File: src/rtl/core/su2_subgroup_extract_unit_assert.svh
// Assertion macros shared by the SU(2) subgroup extract RTL.
// Depends on nothing; included by modules that carry checks.
`ifndef SU2_SUBGROUP_EXTRACT_UNIT_ASSERT_SVH
`define SU2_SUBGROUP_EXTRACT_UNIT_ASSERT_SVH
`ifndef SYNTHESIS
`define SU2SE_ASSERT_ALWAYS(lbl, ck, rn, expr) \
  lbl: assert property (@(posedge ck) disable iff (!rn) (expr)) \
    else $error("su2se check failed");
`define SU2SE_ASSERT_NEXT(lbl, ck, rn, ant, cons) \
  lbl: assert property (@(posedge ck) disable iff (!rn) (ant) |=> (cons)) \
    else $error("su2se check failed");
`else
`define SU2SE_ASSERT_ALWAYS(lbl, ck, rn, expr)
`define SU2SE_ASSERT_NEXT(lbl, ck, rn, ant, cons)
`endif
`endif

File: src/rtl/core/su2se_pkg.sv
// Package for the SU(2) subgroup extract unit: types, sizes, step functions.
// Depends on nothing.
`timescale 1ns / 1ps
package su2se_pkg;
  localparam int unsigned FifoDepth = 2;
  localparam int unsigned SqrtSteps = 34;
  localparam int unsigned DivSteps  = 31;
  localparam logic [31:0] ThreshReset = 32'd1;

  // a, d, c, b and the sum of their squares
  typedef struct packed {
    logic [3:0][32:0] comp;
    logic [66:0]      sum;
  } front_t;

  typedef struct packed {
    logic [67:0]      rad;
    logic [37:0]      rem;
    logic [33:0]      root;
    logic [3:0][32:0] comp;
  } sq_t;

  typedef struct packed {
    logic [31:0]      xi;
    logic             norm;
    logic [33:0]      p;
    logic [3:0][34:0] rem;
    logic [3:0][30:0] q;
    logic [3:0][32:0] comp;
  } dv_t;

  function automatic logic [32:0] mag33(input logic [32:0] v);
    mag33 = v[32] ? (~v + 33'd1) : v;
  endfunction

  // one root bit per call
  function automatic sq_t sqrt_step(input sq_t s);
    sq_t         o;
    logic [37:0] r2;
    logic [37:0] trial;
    o     = s;
    r2    = {s.rem[35:0], s.rad[67:66]};
    trial = {2'b00, s.root, 2'b01};
    o.rad = {s.rad[65:0], 2'b00};
    if (r2 >= trial) begin
      o.rem  = r2 - trial;
      o.root = {s.root[32:0], 1'b1};
    end else begin
      o.rem  = r2;
      o.root = {s.root[32:0], 1'b0};
    end
    return o;
  endfunction

  // one quotient bit per lane per call
  function automatic dv_t div_step(input dv_t d);
    dv_t         o;
    logic [34:0] r;
    logic        qb;
    o = d;
    for (int k = 0; k < 4; k++) begin
      qb = (d.rem[k] >= {1'b0, d.p});
      r  = qb ? (d.rem[k] - {1'b0, d.p}) : d.rem[k];
      o.rem[k] = {r[33:0], 1'b0};
      o.q[k]   = {d.q[k][29:0], qb};
    end
    return o;
  endfunction

  // Q.24 to Q2.30 with saturation
  function automatic logic [31:0] raw_q30(input logic [32:0] x);
    if (!x[32] && (x[31:25] != 7'd0)) return 32'h7FFF_FFFF;
    if (x[32] && (x[31:25] != 7'h7F)) return 32'h8000_0000;
    return {x[25:0], 6'b0};
  endfunction
endpackage

File: src/rtl/core/su2se_fifo.sv
// Short queue between front end and back end.
// Uses su2se_pkg and the assertion header.
`timescale 1ns / 1ps
`include "su2_subgroup_extract_unit_assert.svh"
module su2se_fifo (
  input  logic              clk,
  input  logic              rst_n,
  input  logic              push_valid,
  output logic              push_ready,
  input  su2se_pkg::front_t push_data,
  output logic              pop_valid,
  input  logic              pop_ready,
  output su2se_pkg::front_t pop_data
);
  su2se_pkg::front_t mem_r [su2se_pkg::FifoDepth];
  logic              wp_r, rp_r;
  logic [1:0]        cnt_r;
  logic              push, pop;

  assign push_ready = (cnt_r != 2'(su2se_pkg::FifoDepth));
  assign pop_valid  = (cnt_r != 2'd0);
  assign pop_data   = mem_r[rp_r];
  assign push       = push_valid && push_ready;
  assign pop        = pop_valid && pop_ready;

  always_ff @(posedge clk) begin
    if (push) begin
      mem_r[wp_r] <= push_data;
    end
  end

  // pointers and fill count
  always_ff @(posedge clk) begin
    if (!rst_n) begin
      wp_r  <= 1'b0;
      rp_r  <= 1'b0;
      cnt_r <= 2'd0;
    end else begin
      if (push) wp_r <= ~wp_r;
      if (pop)  rp_r <= ~rp_r;
      cnt_r <= cnt_r + {1'b0, push} - {1'b0, pop};
    end
  end

  `SU2SE_ASSERT_ALWAYS(a_cnt_bound, clk, rst_n, cnt_r <= 2'(su2se_pkg::FifoDepth))
  `SU2SE_ASSERT_NEXT(a_full_after_two, clk, rst_n, cnt_r == 2'd1 && push && !pop, !push_ready)
  `SU2SE_ASSERT_ALWAYS(a_ptr_match, clk, rst_n, (cnt_r == 2'd1) == (wp_r != rp_r))
endmodule

File: config.mk
export PLATFORM = sky130hd
export DESIGN_NAME = su2se_fifo
export DESIGN_NICKNAME = d
export VERILOG_FILES = /design/src/rtl/core/su2se_pkg.sv /design/src/rtl/core/su2se_fifo.sv
export VERILOG_INCLUDE_DIRS = /design/src /design/src/rtl/core
export SDC_FILE = /design/constraint.sdc
export NUM_CORES = 1
export LEC_CHECK = 0
export ABC_AREA = 1
export BUFFER_PORTS_ARGS = -buffer_cell sky130_fd_sc_hd__buf_2
export CORE_MARGIN = 2
export CORE_UTILIZATION = 25
export DETAILED_ROUTE_END_ITERATION = 10
export SYNTH_ARGS = -nofsm -noshare
export SYNTH_HDL_FRONTEND = slang
export SYNTH_SLANG_ARGS = --single-unit
File: constraint.sdc
create_clock -name clk -period 19.41 [get_ports clk]
set_clock_uncertainty 0.15 [all_clocks]
set_input_delay 4.8525 -clock clk [delete_from_list [all_inputs] [get_ports clk]]
set_output_delay 4.8525 -clock clk [all_outputs]
set_load 0.03 [all_outputs]
# After elaboration in Yosys (flattened, before gate mapping)
# Memory sizes are Yosys's and may differ from the RTL's. A register that Yosys moved wholly into a read port is not among the register bits.
# Cells that the tools add are included.
[word_totals]
ff_bits = 4
latchBits = 0
ram_bits = 398
romBits = 0
in_bits = 203
out_inout_bits = 201
elab_cells = 16
mem_count = 1
[memory_table]
columns = ["name", "words", "width", "read_ports", "rd_clocked_by_memory_dff", "wr", "line_no", "text"]
rows = [
  ["mem_r", 2, 199, 1, 1, 1, "su2se_fifo.sv:15", "su2se_pkg::front_t mem_r [su2se_pkg::FifoDepth];"],
]
[op_classes]
n_addsub = 2
n_mul = 0
div_mod_pow = 0
order_cmp = 0
eq_ne = 1
shifts = 0
muxes = 4
bitwise_logic = 2
reduce_logical = 3
[op_table]
columns = ["cell", "count"]
rows = [
  ["1-bit 2-to-1 mux", 4],
  ["2-bit by 1-bit adder with 2-bit output", 1],
  ["1-bit logical AND", 2],
  ["2-bit inequality test (second input constant)", 1],
  ["1-bit inverter", 2],
  ["2-bit nonzero test", 1],
  ["2-bit by 1-bit subtractor with 2-bit output", 1],
]

# Depth between registers and ports, before layout
# Gate-level depths: netlist of the first run.
[depth]
ltp_word = 4
mapped_depth = 11
depth_no_buf = 11

# Worst setup path after synthesis of the first run
# Ideal clock, no wire load.
[synth_path]
kind = "input to register"
from = "in push_valid"
to = "mem mem_r[0][0] in the netlist's numbering, enable pin"
setup_ns = 0.762
t_arrival_ns = 13.185
required_ns = 18.498
setup_slack_ns = 5.314
stages = 2
path_cell_list = "nand2_1 nor2_1"
[synth_via]
elab_chain_cells = 3
[synth_lines]
columns = ["item", "line_no", "text"]
rows = [
  ["from (decl)", "su2se_fifo.sv:8", "input logic push_valid,"],
  ["1-bit logical AND", "su2se_fifo.sv:23", "assign push = push_valid && push_ready;"],
  ["1-bit 2-to-1 mux", "su2se_fifo.sv:27", "if (push) begin"],
  ["1-bit 2-to-1 mux (implied by the code)", "su2se_fifo.sv:28", "mem_r[wp_r] <= push_data;"],
  ["to (decl)", "su2se_fifo.sv:15", ""],
]
# No other way between the ends.

==> results.py, run 1 <==
metrics = {
    "critical_path": {
        "crit_end": "pop_data[82]",
        "critPathCaptureType": "output port",
        "crit_arrival_ns": 3.60,
        "critical-path-slowest-cell": "buf_4",
        "slowest_delay_ns": 0.87,
        "path_common_cell": "buf_4",
        "r2r-end": "mem_r[0][119]$_DFFE_PP_",
        "critPathTopFamily": "buffers and inverters",
        "crit_fanout": 53,
        "reg2reg_depth": 6,
        "rrSetupSlack_ns": 16.04,
        "crit_cells": 4,
        "crit_type": "reg2out",
        "startpoint_type": "register",
        "crit_chain": "buf_4, buf_4, mux2_2, buf_2",
        "reg2reg_from": "cnt_r[0]$_SDFF_PN0_",
        "critPathBufInv": 3,
        "required_ns": 14.41,
    },
    "timing": {
        "period_share_pct": 44.3,
        "grt_setup_unrepaired": "no",
        "worst_pin_slew_ns": 1.01,
        "slew_headroom_pct": 32.6,
        "fin_hold_ws_ns": 0.358,
        "setup_violations": 0,
        "min_period_ns": 8.60,
        "finalSetupTns_ns": 0,
        "fmax_mhz": 116,
        "drv_slew": 0,
        "hold_violations": 0,
    },
    "finish": {
        "final_util_pct": 32.6,
        "fin_nets": 1295,
        "final_design_area_no_fill_um2": 19300,
        "drive_above_1_share_pct": 60.0,
        "syn_to_final_growth_pct": 28.4,
    },
    "yosys": {
        "synthDistinctLibCells": 12,
        "synth_seq_cells": 403,
        "syn-num-nets": 860,
        "syn_area_um2": 15000,
        "yosysSeqAreaShare_pct": 80.3,
        "synth_area_per_cell_um2": 22.9,
        "synth_cells": 655,
        "ys_warn_count": 0,
    },
    "drt": {
        "drc": 0,
        "viasPerCell": 3.96,
        "drt_iter0_markers": 349,
        "avgRoutedWirePerCell_um": 16.3,
        "detail-route-antenna-nets": 0,
        "first_pass_iters": 4,
        "vias": 7495,
        "totalWireLength_mm": 30.8,
    },
    "cts": {
        "cts_buffers": 44,
        "cts_root_buf": "clkbuf_16",
        "clock_path_buffers": 3,
        "cts_num_sinks": 403,
        "cts_hold_buffers": 0,
        "clk_latency_ns": 0.55,
        "cts_setup_buffers": 0,
        "h-tree-depth": 2,
        "path_clk_slew_ns": 0.06,
        "postCtsResizedCells": 0,
        "cts_tree": "done",
    },
    "floorplan": {
        "die_y_um": 249,
        "io_pins": 404,
        "dieArea_um2": 62000,
        "core_area_um2": 59100,
        "die_w_um": 249,
        "rows": 89,
        "initial_core_util_pct": 25.4,
    },
    "run": {
        "cap_violations": 0,
    },
    "power_and_ir_drop": {
        "leakage_nw": 7.23,
        "p_per_area_nw_per_um2": 140,
        "power.total_mw": 2.70,
        "peakVddDrop_v": 0.0000934,
    },
    "placement": {
        "gp_congestion": 0.697,
        "place_area_um2": 17900,
        "hpwlAfterDp_mm": 20.5,
        "port_buffers": 403,
    },
    "hold_path": {
        "hp-class": "reg2reg",
    },
    "outcome": {
        "outcome": "complete, no violations",
    },
    "global_route": {
        "antenna_found_initial": 8,
        "grt_usage_pct": 9.59,
        "first_global_vias": 8035,
        "grt_max_degree": 82,
        "overflow": 0,
        "grt_first_pass_wirelength_mm": 46.1,
    },
}
sequential cells by signal, summed over array words and instances, names as in the netlist, named ones only:
signal  flops
mem_r     398
cnt_r       2
rp_r        1
wp_r        1
Yosys cell counts:
cell	n	area share, %
edfxtp_1	398	80
mux2_4	100	10
mux2_2	99	7.4
buf_6	14	1.1
nand2_1	9	0.23
buf_2	8	0.27
nor2_1	8	0.20
inv_1	7	0.18
dfxtp_1	5	0.67
nand3_1	3	0.10
a21oi_1	2	0.067
ha_1	2	0.17
power by group:
| group | internal, mW | switching, mW | total [mW] |
|---|---|---|---|
| combinational | 0.270 | 0.484 | 0.754 |
| clock | 0.490 | 0.319 | 0.809 |
| sequential | 1.10 | 0.0351 | 1.14 |
layer usage:
metal / global-route usage, % / share of wire [%] / vias to the layer above
li1: - / - / 3464
met1: 10.4 / 38 / 3704
met2: 16.7 / 50 / 261
met3: 4.20 / 9.0 / 58
met4: 3.19 / 2.6 / 8
met5: 0 / 0.17 / -
logic make-up after synthesis:
kind of cell / after synthesis / synth area share [%]
compound gates: 2 / 0.0667
fa+ha+maj: 2 / 0.167
buf+inv: 29 / 1.49
flops: 403 / 80.3
mux: 199 / 17.4
simple gates: 20 / 0.525
stage by stage:
step / setup WS, ns / cells
floorplan: 5.31 / 655
global placement: 11.27 / 1817
detailed placement: 11.27 / 1817
CTS: 10.64 / 1891
global route: 10.55 / 1891
finish: 10.81 / 1894
cell type report:
| class | count | area, um^2 |
|---|---|---|
| clock inverters | 16 | 214 |
| inverters | 7 | 33.8 |
| clock buffers | 58 | 1170 |
| flip-flops and latches | 403 | 12100 |
| multi-input cells | 223 | 2740 |
| well taps | 773 | 967 |
| diodes | 3 | 7.51 |
| fillers | 5727 | 39900 |
| repair buffers | 411 | 2080 |
placed cells by master (no fill, tap or decap):
cell type | synthesis | routed
nor2_4 | 0 | 1
nand3_1 | 3 | 3
clkinv_4 | 0 | 1
buf_2 | 8 | 403
nor2_1 | 8 | 7
dfxtp_4 | 0 | 1
inv_6 | 0 | 1
clkinv_2 | 0 | 4
a21oi_1 | 2 | 2
mux2_2 | 99 | 99
clkinvlp_4 | 0 | 2
nand2_1 | 9 | 9
diode_2 | 0 | 3
edfxtp_1 | 398 | 398
bufinv_16 | 0 | 5
buf_4 | 0 | 8
clkinv_1 | 0 | 3
dfxtp_1 | 5 | 4
clkbuf_16 | 0 | 45
clkbuf_1 | 0 | 13
ha_1 | 2 | 2
inv_8 | 0 | 1
inv_1 | 7 | 6
mux2_4 | 100 | 100
worst min-delay path by stage:
stage / startpoint / end / slack, ns / cells after the start
4_1_cts: rp_r$_SDFFE_PN0P_ / rp_r$_SDFFE_PN0P_ / 0.36 / 2
6_report: rp_r$_SDFFE_PN0P_ / rp_r$_SDFFE_PN0P_ / 0.36 / 2
5_1_grt: rp_r$_SDFFE_PN0P_ / rp_r$_SDFFE_PN0P_ / 0.39 / 2
3_3_place_gp: rp_r$_SDFFE_PN0P_ / rp_r$_SDFFE_PN0P_ / 0.34 / 2
3_5_place_dp: rp_r$_SDFFE_PN0P_ / register / 0.34 / 2
2_1_floorplan: rp_r$_SDFFE_PN0P_ / register / 0.32 / 2
tightest hold or removal path: stages, from the launching register on:
cell and delay [ns]:
dfxtp_1 0.33, nor2_1 0.06, nor2_1 0.08
Power figures use the tool's default switching activity.
==> inputs of run 2 (changes only) <==
==> constraint.sdc (replaced) <==
create_clock -name clk -period 7 [get_ports clk]
set_clock_uncertainty 0.15 [all_clocks]
set_input_delay 1.75 -clock clk [delete_from_list [all_inputs] [get_ports clk]]
set_output_delay 1.75 -clock clk [all_outputs]
set_load 0.03 [all_outputs]
==> run 2 against run 1 <==
Net effect: via count up 0.87%; combinational power rose to 2.8 times the previous value; total power rose to 2.8 times the previous value; global-route usage up 0.31 points; design area up 0.12%; cell count unchanged; critical path type unchanged; largest cell class unchanged.
==> results.py, run 2 (same netlist as run 1, synthesis figures left out) <==
metrics = {
    "outcome": {
        "outcome": "complete, no violations",
    },
    "power_and_ir_drop": {
        "p_per_area_nw_per_um2": 388,
        "peakVddDrop_v": 0.000379,
        "leakage_nw": 7.23,
        "power.total_mw": 7.48,
    },
    "global_route": {
        "overflow": 0,
        "antenna_found_initial": 3,
        "first_global_vias": 8014,
        "grtUsageMet2_pct": 16.8,
        "grt_use_met1_pct": 11.3,
        "met3_usage_pct": 4.22,
        "grt_max_degree": 107,
        "grt.busiest_layer": "met2",
        "grt_first_pass_wirelength_mm": 47.6,
        "grt_usage_pct": 9.90,
    },
    "critical_path": {
        "crit_type": "reg2out",
        "critical-path-slowest-cell": "dfxtp_4",
        "crit_chain": "buf_12, mux2_2, buf_2",
        "slowest_delay_ns": 0.95,
        "crit_arrival_ns": 2.75,
        "required_ns": 5.10,
        "critPathCaptureType": "output port",
        "startpoint_type": "register",
        "crit_fanout": 70,
    },
    "floorplan": {
        "io_pins": 404,
        "die_y_um": 249,
        "core_area_um2": 59100,
        "dieArea_um2": 62000,
        "rows": 89,
        "die_w_um": 249,
        "initial_core_util_pct": 25.4,
    },
    "drt": {
        "first_pass_iters": 6,
        "avgRoutedWirePerCell_um": 16.7,
        "vias": 7560,
        "drt_iter0_markers": 318,
        "viasPerCell": 3.99,
        "totalWireLength_mm": 31.7,
        "drc": 0,
        "detail-route-antenna-nets": 0,
    },
    "timing": {
        "worst_pin_slew_ns": 0.942,
        "period_share_pct": 66.4,
        "slew_headroom_pct": 37.2,
        "min_period_ns": 4.65,
        "finalSetupTns_ns": 0,
        "setup_violations": 0,
        "fmax_mhz": 215,
        "grt_setup_unrepaired": "no",
        "setup_ws_ns": 2.35,
        "hold_violations": 0,
        "drv_slew": 0,
    },
    "cts": {
        "path_clk_slew_ns": 0.05,
        "cts_buffers": 44,
        "clock_path_buffers": 3,
        "cts_num_sinks": 403,
        "h-tree-depth": 2,
        "cts_hold_buffers": 0,
        "cts_setup_buffers": 0,
        "clk_latency_ns": 0.55,
        "cts_root_buf": "clkbuf_16",
        "cts_tree": "done",
        "postCtsResizedCells": 0,
    },
    "placement": {
        "gp_congestion": 0.721,
        "hpwlAfterDp_mm": 21.0,
        "port_buffers": 403,
        "dp.cells": 1814,
        "dp_slack_ns": 2.90,
        "place_area_um2": 17900,
    },
    "finish": {
        "syn_to_final_growth_pct": 28.6,
        "fin_nets": 1292,
        "drive_above_1_share_pct": 59.5,
        "fillers": 5713,
        "max_flop_register": "mem_r",
        "layout.cells.non_filler": 1894,
        "seqCellArea_um2": 12100,
        "multi_input_area_um2": 2740,
        "largestRegisters": "mem_r (398), cnt_r (2)",
        "final_design_area_no_fill_um2": 19300,
        "final_common_cell": "buf_2",
        "largest_register_ffs": 398,
        "layout_common_cells": "403 x buf_2, 398 x edfxtp_1, 100 x mux2_4",
    },
    "run": {
        "cap_violations": 0,
    },
    "hold_path": {
        "hp-class": "reg2reg",
    },
}
[run 2: area by class of cell]
cell class / count / area share, %
clock buffers: 62 / 6.27
repair buffers: 408 / 11.0
inverters: 7 / 0.175
diodes: 2 / 0.0259
multi-input cells: 223 / 14.2
flip-flops and latches: 403 / 62.5
clock inverters: 16 / 0.850
well taps: 773 / 5.01
[run 2: final timing paths]
| check | startpoint | endpoint | slack, ns | depth (start not counted) |
|---|---|---|---|---|
| max | register | pop_data[59] | 2.35 | 3 |
| min | rp_r$_SDFFE_PN0P_ | rp_r$_SDFFE_PN0P_ | 0.36 | 2 |
| max reg2reg | cnt_r[0]$_SDFF_PN0_ | mem_r[1][77]$_DFFE_PP_ | 4.51 | 5 |
| min reg2reg | rp_r$_SDFFE_PN0P_ | rp_r$_SDFFE_PN0P_ | 0.36 | 2 |
[run 2: report_power, final]
part	switching (mW)	leakage [nW]	internal (mW)	total [mW]
Clock	0.900	0.667	1.31	2.21
Sequential	0.118	3.76	3.06	3.17
Combinational	1.33	2.81	0.757	2.09
Total	2.35	7.23	5.13	7.48
[run 2: stage by stage]
step	hold WS, ns	utilization, %
2_1_floorplan	0.317	-
3_3_place_gp	0.338	30.3
3_5_place_dp	0.340	30.3
4_1_cts	0.359	32.6
5_1_grt	0.378	32.6
6_report	0.356	32.6
[run 2: routing by layer]
layer  part of all wire, %  wire length [um]  vias to the layer above
met2                    49             15400                      287
met5                 0.073                23                        -
li1                      -                 -                     3465
met1                    40             12600                     3758
met4                   2.4               746                        4
met3                   9.3              2940                       46
[run 2: critical path, delay by kind of cell, from the launching register on]
family | cells | cell delay [ns]
DFF | 1 | 0.95
buffers and inverters | 2 | 0.61
muxes | 1 | 0.40
==> inputs of run 3 (changes only) <==
==> constraint.sdc (replaced) <==
create_clock -name clk -period 4 [get_ports clk]
set_clock_uncertainty 0.15 [all_clocks]
set_input_delay 1 -clock clk [delete_from_list [all_inputs] [get_ports clk]]
set_output_delay 1 -clock clk [all_outputs]
set_load 0.03 [all_outputs]
==> run 3 against run 2 <==
Net effect: count of clock-buffer cells in the layout down 8; combinational power rose by 86%; critical endpoint is now pop_data[197]; setup slack got worse by 1.7 ns; register-to-register slack got worse by 2.8 ns; largest cell class unchanged; non-clock buffer count rose by 33.
==> results.py, run 3 (same netlist as run 1, synthesis figures left out) <==
metrics = {
    "finish": {
        "fin_nets": 1323,
        "final_util_pct": 33.2,
        "final_common_cell": "buf_2",
        "max_flop_register": "mem_r",
        "drive_above_1_share_pct": 61.3,
        "layout_common_cells": "403 x buf_2, 398 x edfxtp_1, 100 x mux2_4",
        "final_design_area_no_fill_um2": 19600,
        "syn_to_final_growth_pct": 30.9,
        "largestRegisters": "mem_r (398), cnt_r (2)",
        "largest_register_ffs": 398,
    },
    "timing": {
        "min_period_ns": 3.34,
        "hold_violations": 0,
        "period_share_pct": 83.4,
        "fmax_mhz": 300,
        "worst_pin_slew_ns": 0.574,
        "grt_setup_unrepaired": "no",
        "drv_slew": 0,
        "slew_headroom_pct": 61.6,
        "setup_violations": 0,
        "fin_hold_ws_ns": 0.366,
        "setup_ws_ns": 0.663,
    },
    "critical_path": {
        "crit_fanout": 32,
        "critical-path-slowest-cell": "dfxtp_4",
        "startpoint_type": "register",
        "path_common_cell": "buf_12",
        "critPathCaptureType": "output port",
        "reg2reg_depth": 6,
        "crit_type": "reg2out",
        "crit_arrival_ns": 2.19,
        "critPathBufInv": 3,
        "critPathTopFamily": "buffers and inverters",
        "crit_chain": "buf_12, buf_12, mux2_2, buf_2",
        "slowest_delay_ns": 0.53,
        "rrSetupSlack_ns": 1.76,
        "required_ns": 2.85,
        "reg2reg_from": "cnt_r[0]$_SDFF_PN0_",
        "r2r-end": "mem_r[0][118]$_DFFE_PP_",
    },
    "drt": {
        "totalWireLength_mm": 32.3,
        "drt_iter0_markers": 321,
        "met3_wirelength_mm": 2.75,
        "detail-route-antenna-nets": 0,
        "wl_met2_mm": 15.9,
        "viasPerCell": 3.97,
        "avgRoutedWirePerCell_um": 16.7,
        "first_pass_iters": 4,
        "top_layer": "met5",
        "vias": 7652,
        "met1_length_mm": 12.8,
        "drc": 0,
    },
    "hold_path": {
        "holdPathEnd": "rp_r$_SDFFE_PN0P_",
        "holdCritStartpoint": "rp_r$_SDFFE_PN0P_",
        "timing.hold.worst_path_depth": 2,
        "hp-class": "reg2reg",
    },
    "placement": {
        "hpwlAfterDp_mm": 23.0,
        "place_area_um2": 18300,
        "dp_slack_ns": 1.18,
        "port_buffers": 403,
        "gp_congestion": 0.752,
    },
    "cts": {
        "clock_path_buffers": 3,
        "h-tree-depth": 2,
        "cts_setup_buffers": 0,
        "cts_root_buf": "clkbuf_16",
        "path_clk_slew_ns": 0.06,
        "cts_tree": "done",
        "cts_buffers": 42,
        "cts_hold_buffers": 0,
        "postCtsResizedCells": 0,
        "clk_latency_ns": 0.55,
        "cts_num_sinks": 403,
    },
    "global_route": {
        "antenna_found_initial": 8,
        "grt_first_pass_wirelength_mm": 48.1,
        "overflow": 0,
        "grt_max_degree": 70,
        "grt_usage_pct": 10.1,
        "first_global_vias": 8300,
    },
    "power_and_ir_drop": {
        "seq_power_share_pct": 41.6,
        "leakage_nw": 7.43,
        "peakVddDrop_v": 0.000426,
        "p_comb_share_pct": 29.4,
        "power.total_mw": 13.2,
        "p_int_mw": 9.07,
        "p_sw_mw": 4.14,
        "p_per_area_nw_per_um2": 673,
        "pwr-share-clk_pct": 28.9,
        "swShare_pct": 31.4,
    },
    "floorplan": {
        "io_pins": 404,
        "die_y_um": 249,
        "dieArea_um2": 62000,
        "core_area_um2": 59100,
        "initial_core_util_pct": 25.4,
        "die_w_um": 249,
        "rows": 89,
    },
    "outcome": {
        "outcome": "complete, no violations",
    },
    "run": {
        "cap_violations": 0,
    },
}
==> run 3: cell types whose count changed in the layout (fill, tap and decap cells not counted), moves of 2 or more <==
cell,before,now
buf_4,0,25
buf_12,5,13
clkinv_2,2,10
clkbuf_1,15,8
clkinvlp_4,0,2
diode_2,2,4
inv_8,2,0
==> run 3: power by group through the flow <==
stage / sequential [mW] / combinational [mW] / clock (mW)
2_1_floorplan: 5.58 / 2.82 / 0
3_3_place_gp: 5.58 / 3.91 / 0
3_5_place_dp: 5.60 / 3.94 / 0
4_1_cts: 5.51 / 3.95 / 3.97
5_1_grt: 5.56 / 4.10 / 4.13
6_report: 5.50 / 3.88 / 3.82
==> run 3: area by class of cell <==
type	instances	area, um^2
fillers	5696	39500
repair buffers	441	2460
diodes	4	10.0
clock buffers	54	1170
flip-flops and latches	403	12100
clock inverters	23	186
well taps	773	967
inverters	7	30.0
multi-input cells	223	2760
==> run 3: routing by layer <==
layer	vias up	GRT usage (%)
li1	3548	-
met1	3750	11.6
met2	289	17.0
met3	59	3.74
met4	6	4.02
met5	-	0
==> run 3: worst reg2reg max path, delay by kind of cell (launching register included) <==
kind          cells  cell delay, ns
flops             1            0.36
buf+inv           3            0.59
simple gates      3            0.79
==> run 3: how the worst max path moves through the flow <==
| stage | cells past startpoint | startpoint | slack [ns] | end |
|---|---|---|---|---|
| 3_3_place_gp | 4 | register | 1.21 | pop_data[73] |
| 2_1_floorplan | 2 | push_valid | -0.59 | mem_r[0][0]$_DFFE_PP_ |
| 6_report | 4 | register | 0.66 | pop_data[197] |
| 4_1_cts | 4 | register | 0.56 | pop_data[197] |
| 5_1_grt | 4 | register | 0.51 | pop_data[188] |
| 3_5_place_dp | 4 | register | 1.18 | pop_data[197] |
==> run 3: metrics by stage <==
stage                     instances  setup TNS [ns]
final                          1928               0
after global routing           1928               0
after CTS                      1924               0
after detailed placement       1847               0
after global placement         1847               0
after floorplan                 655         -235.22
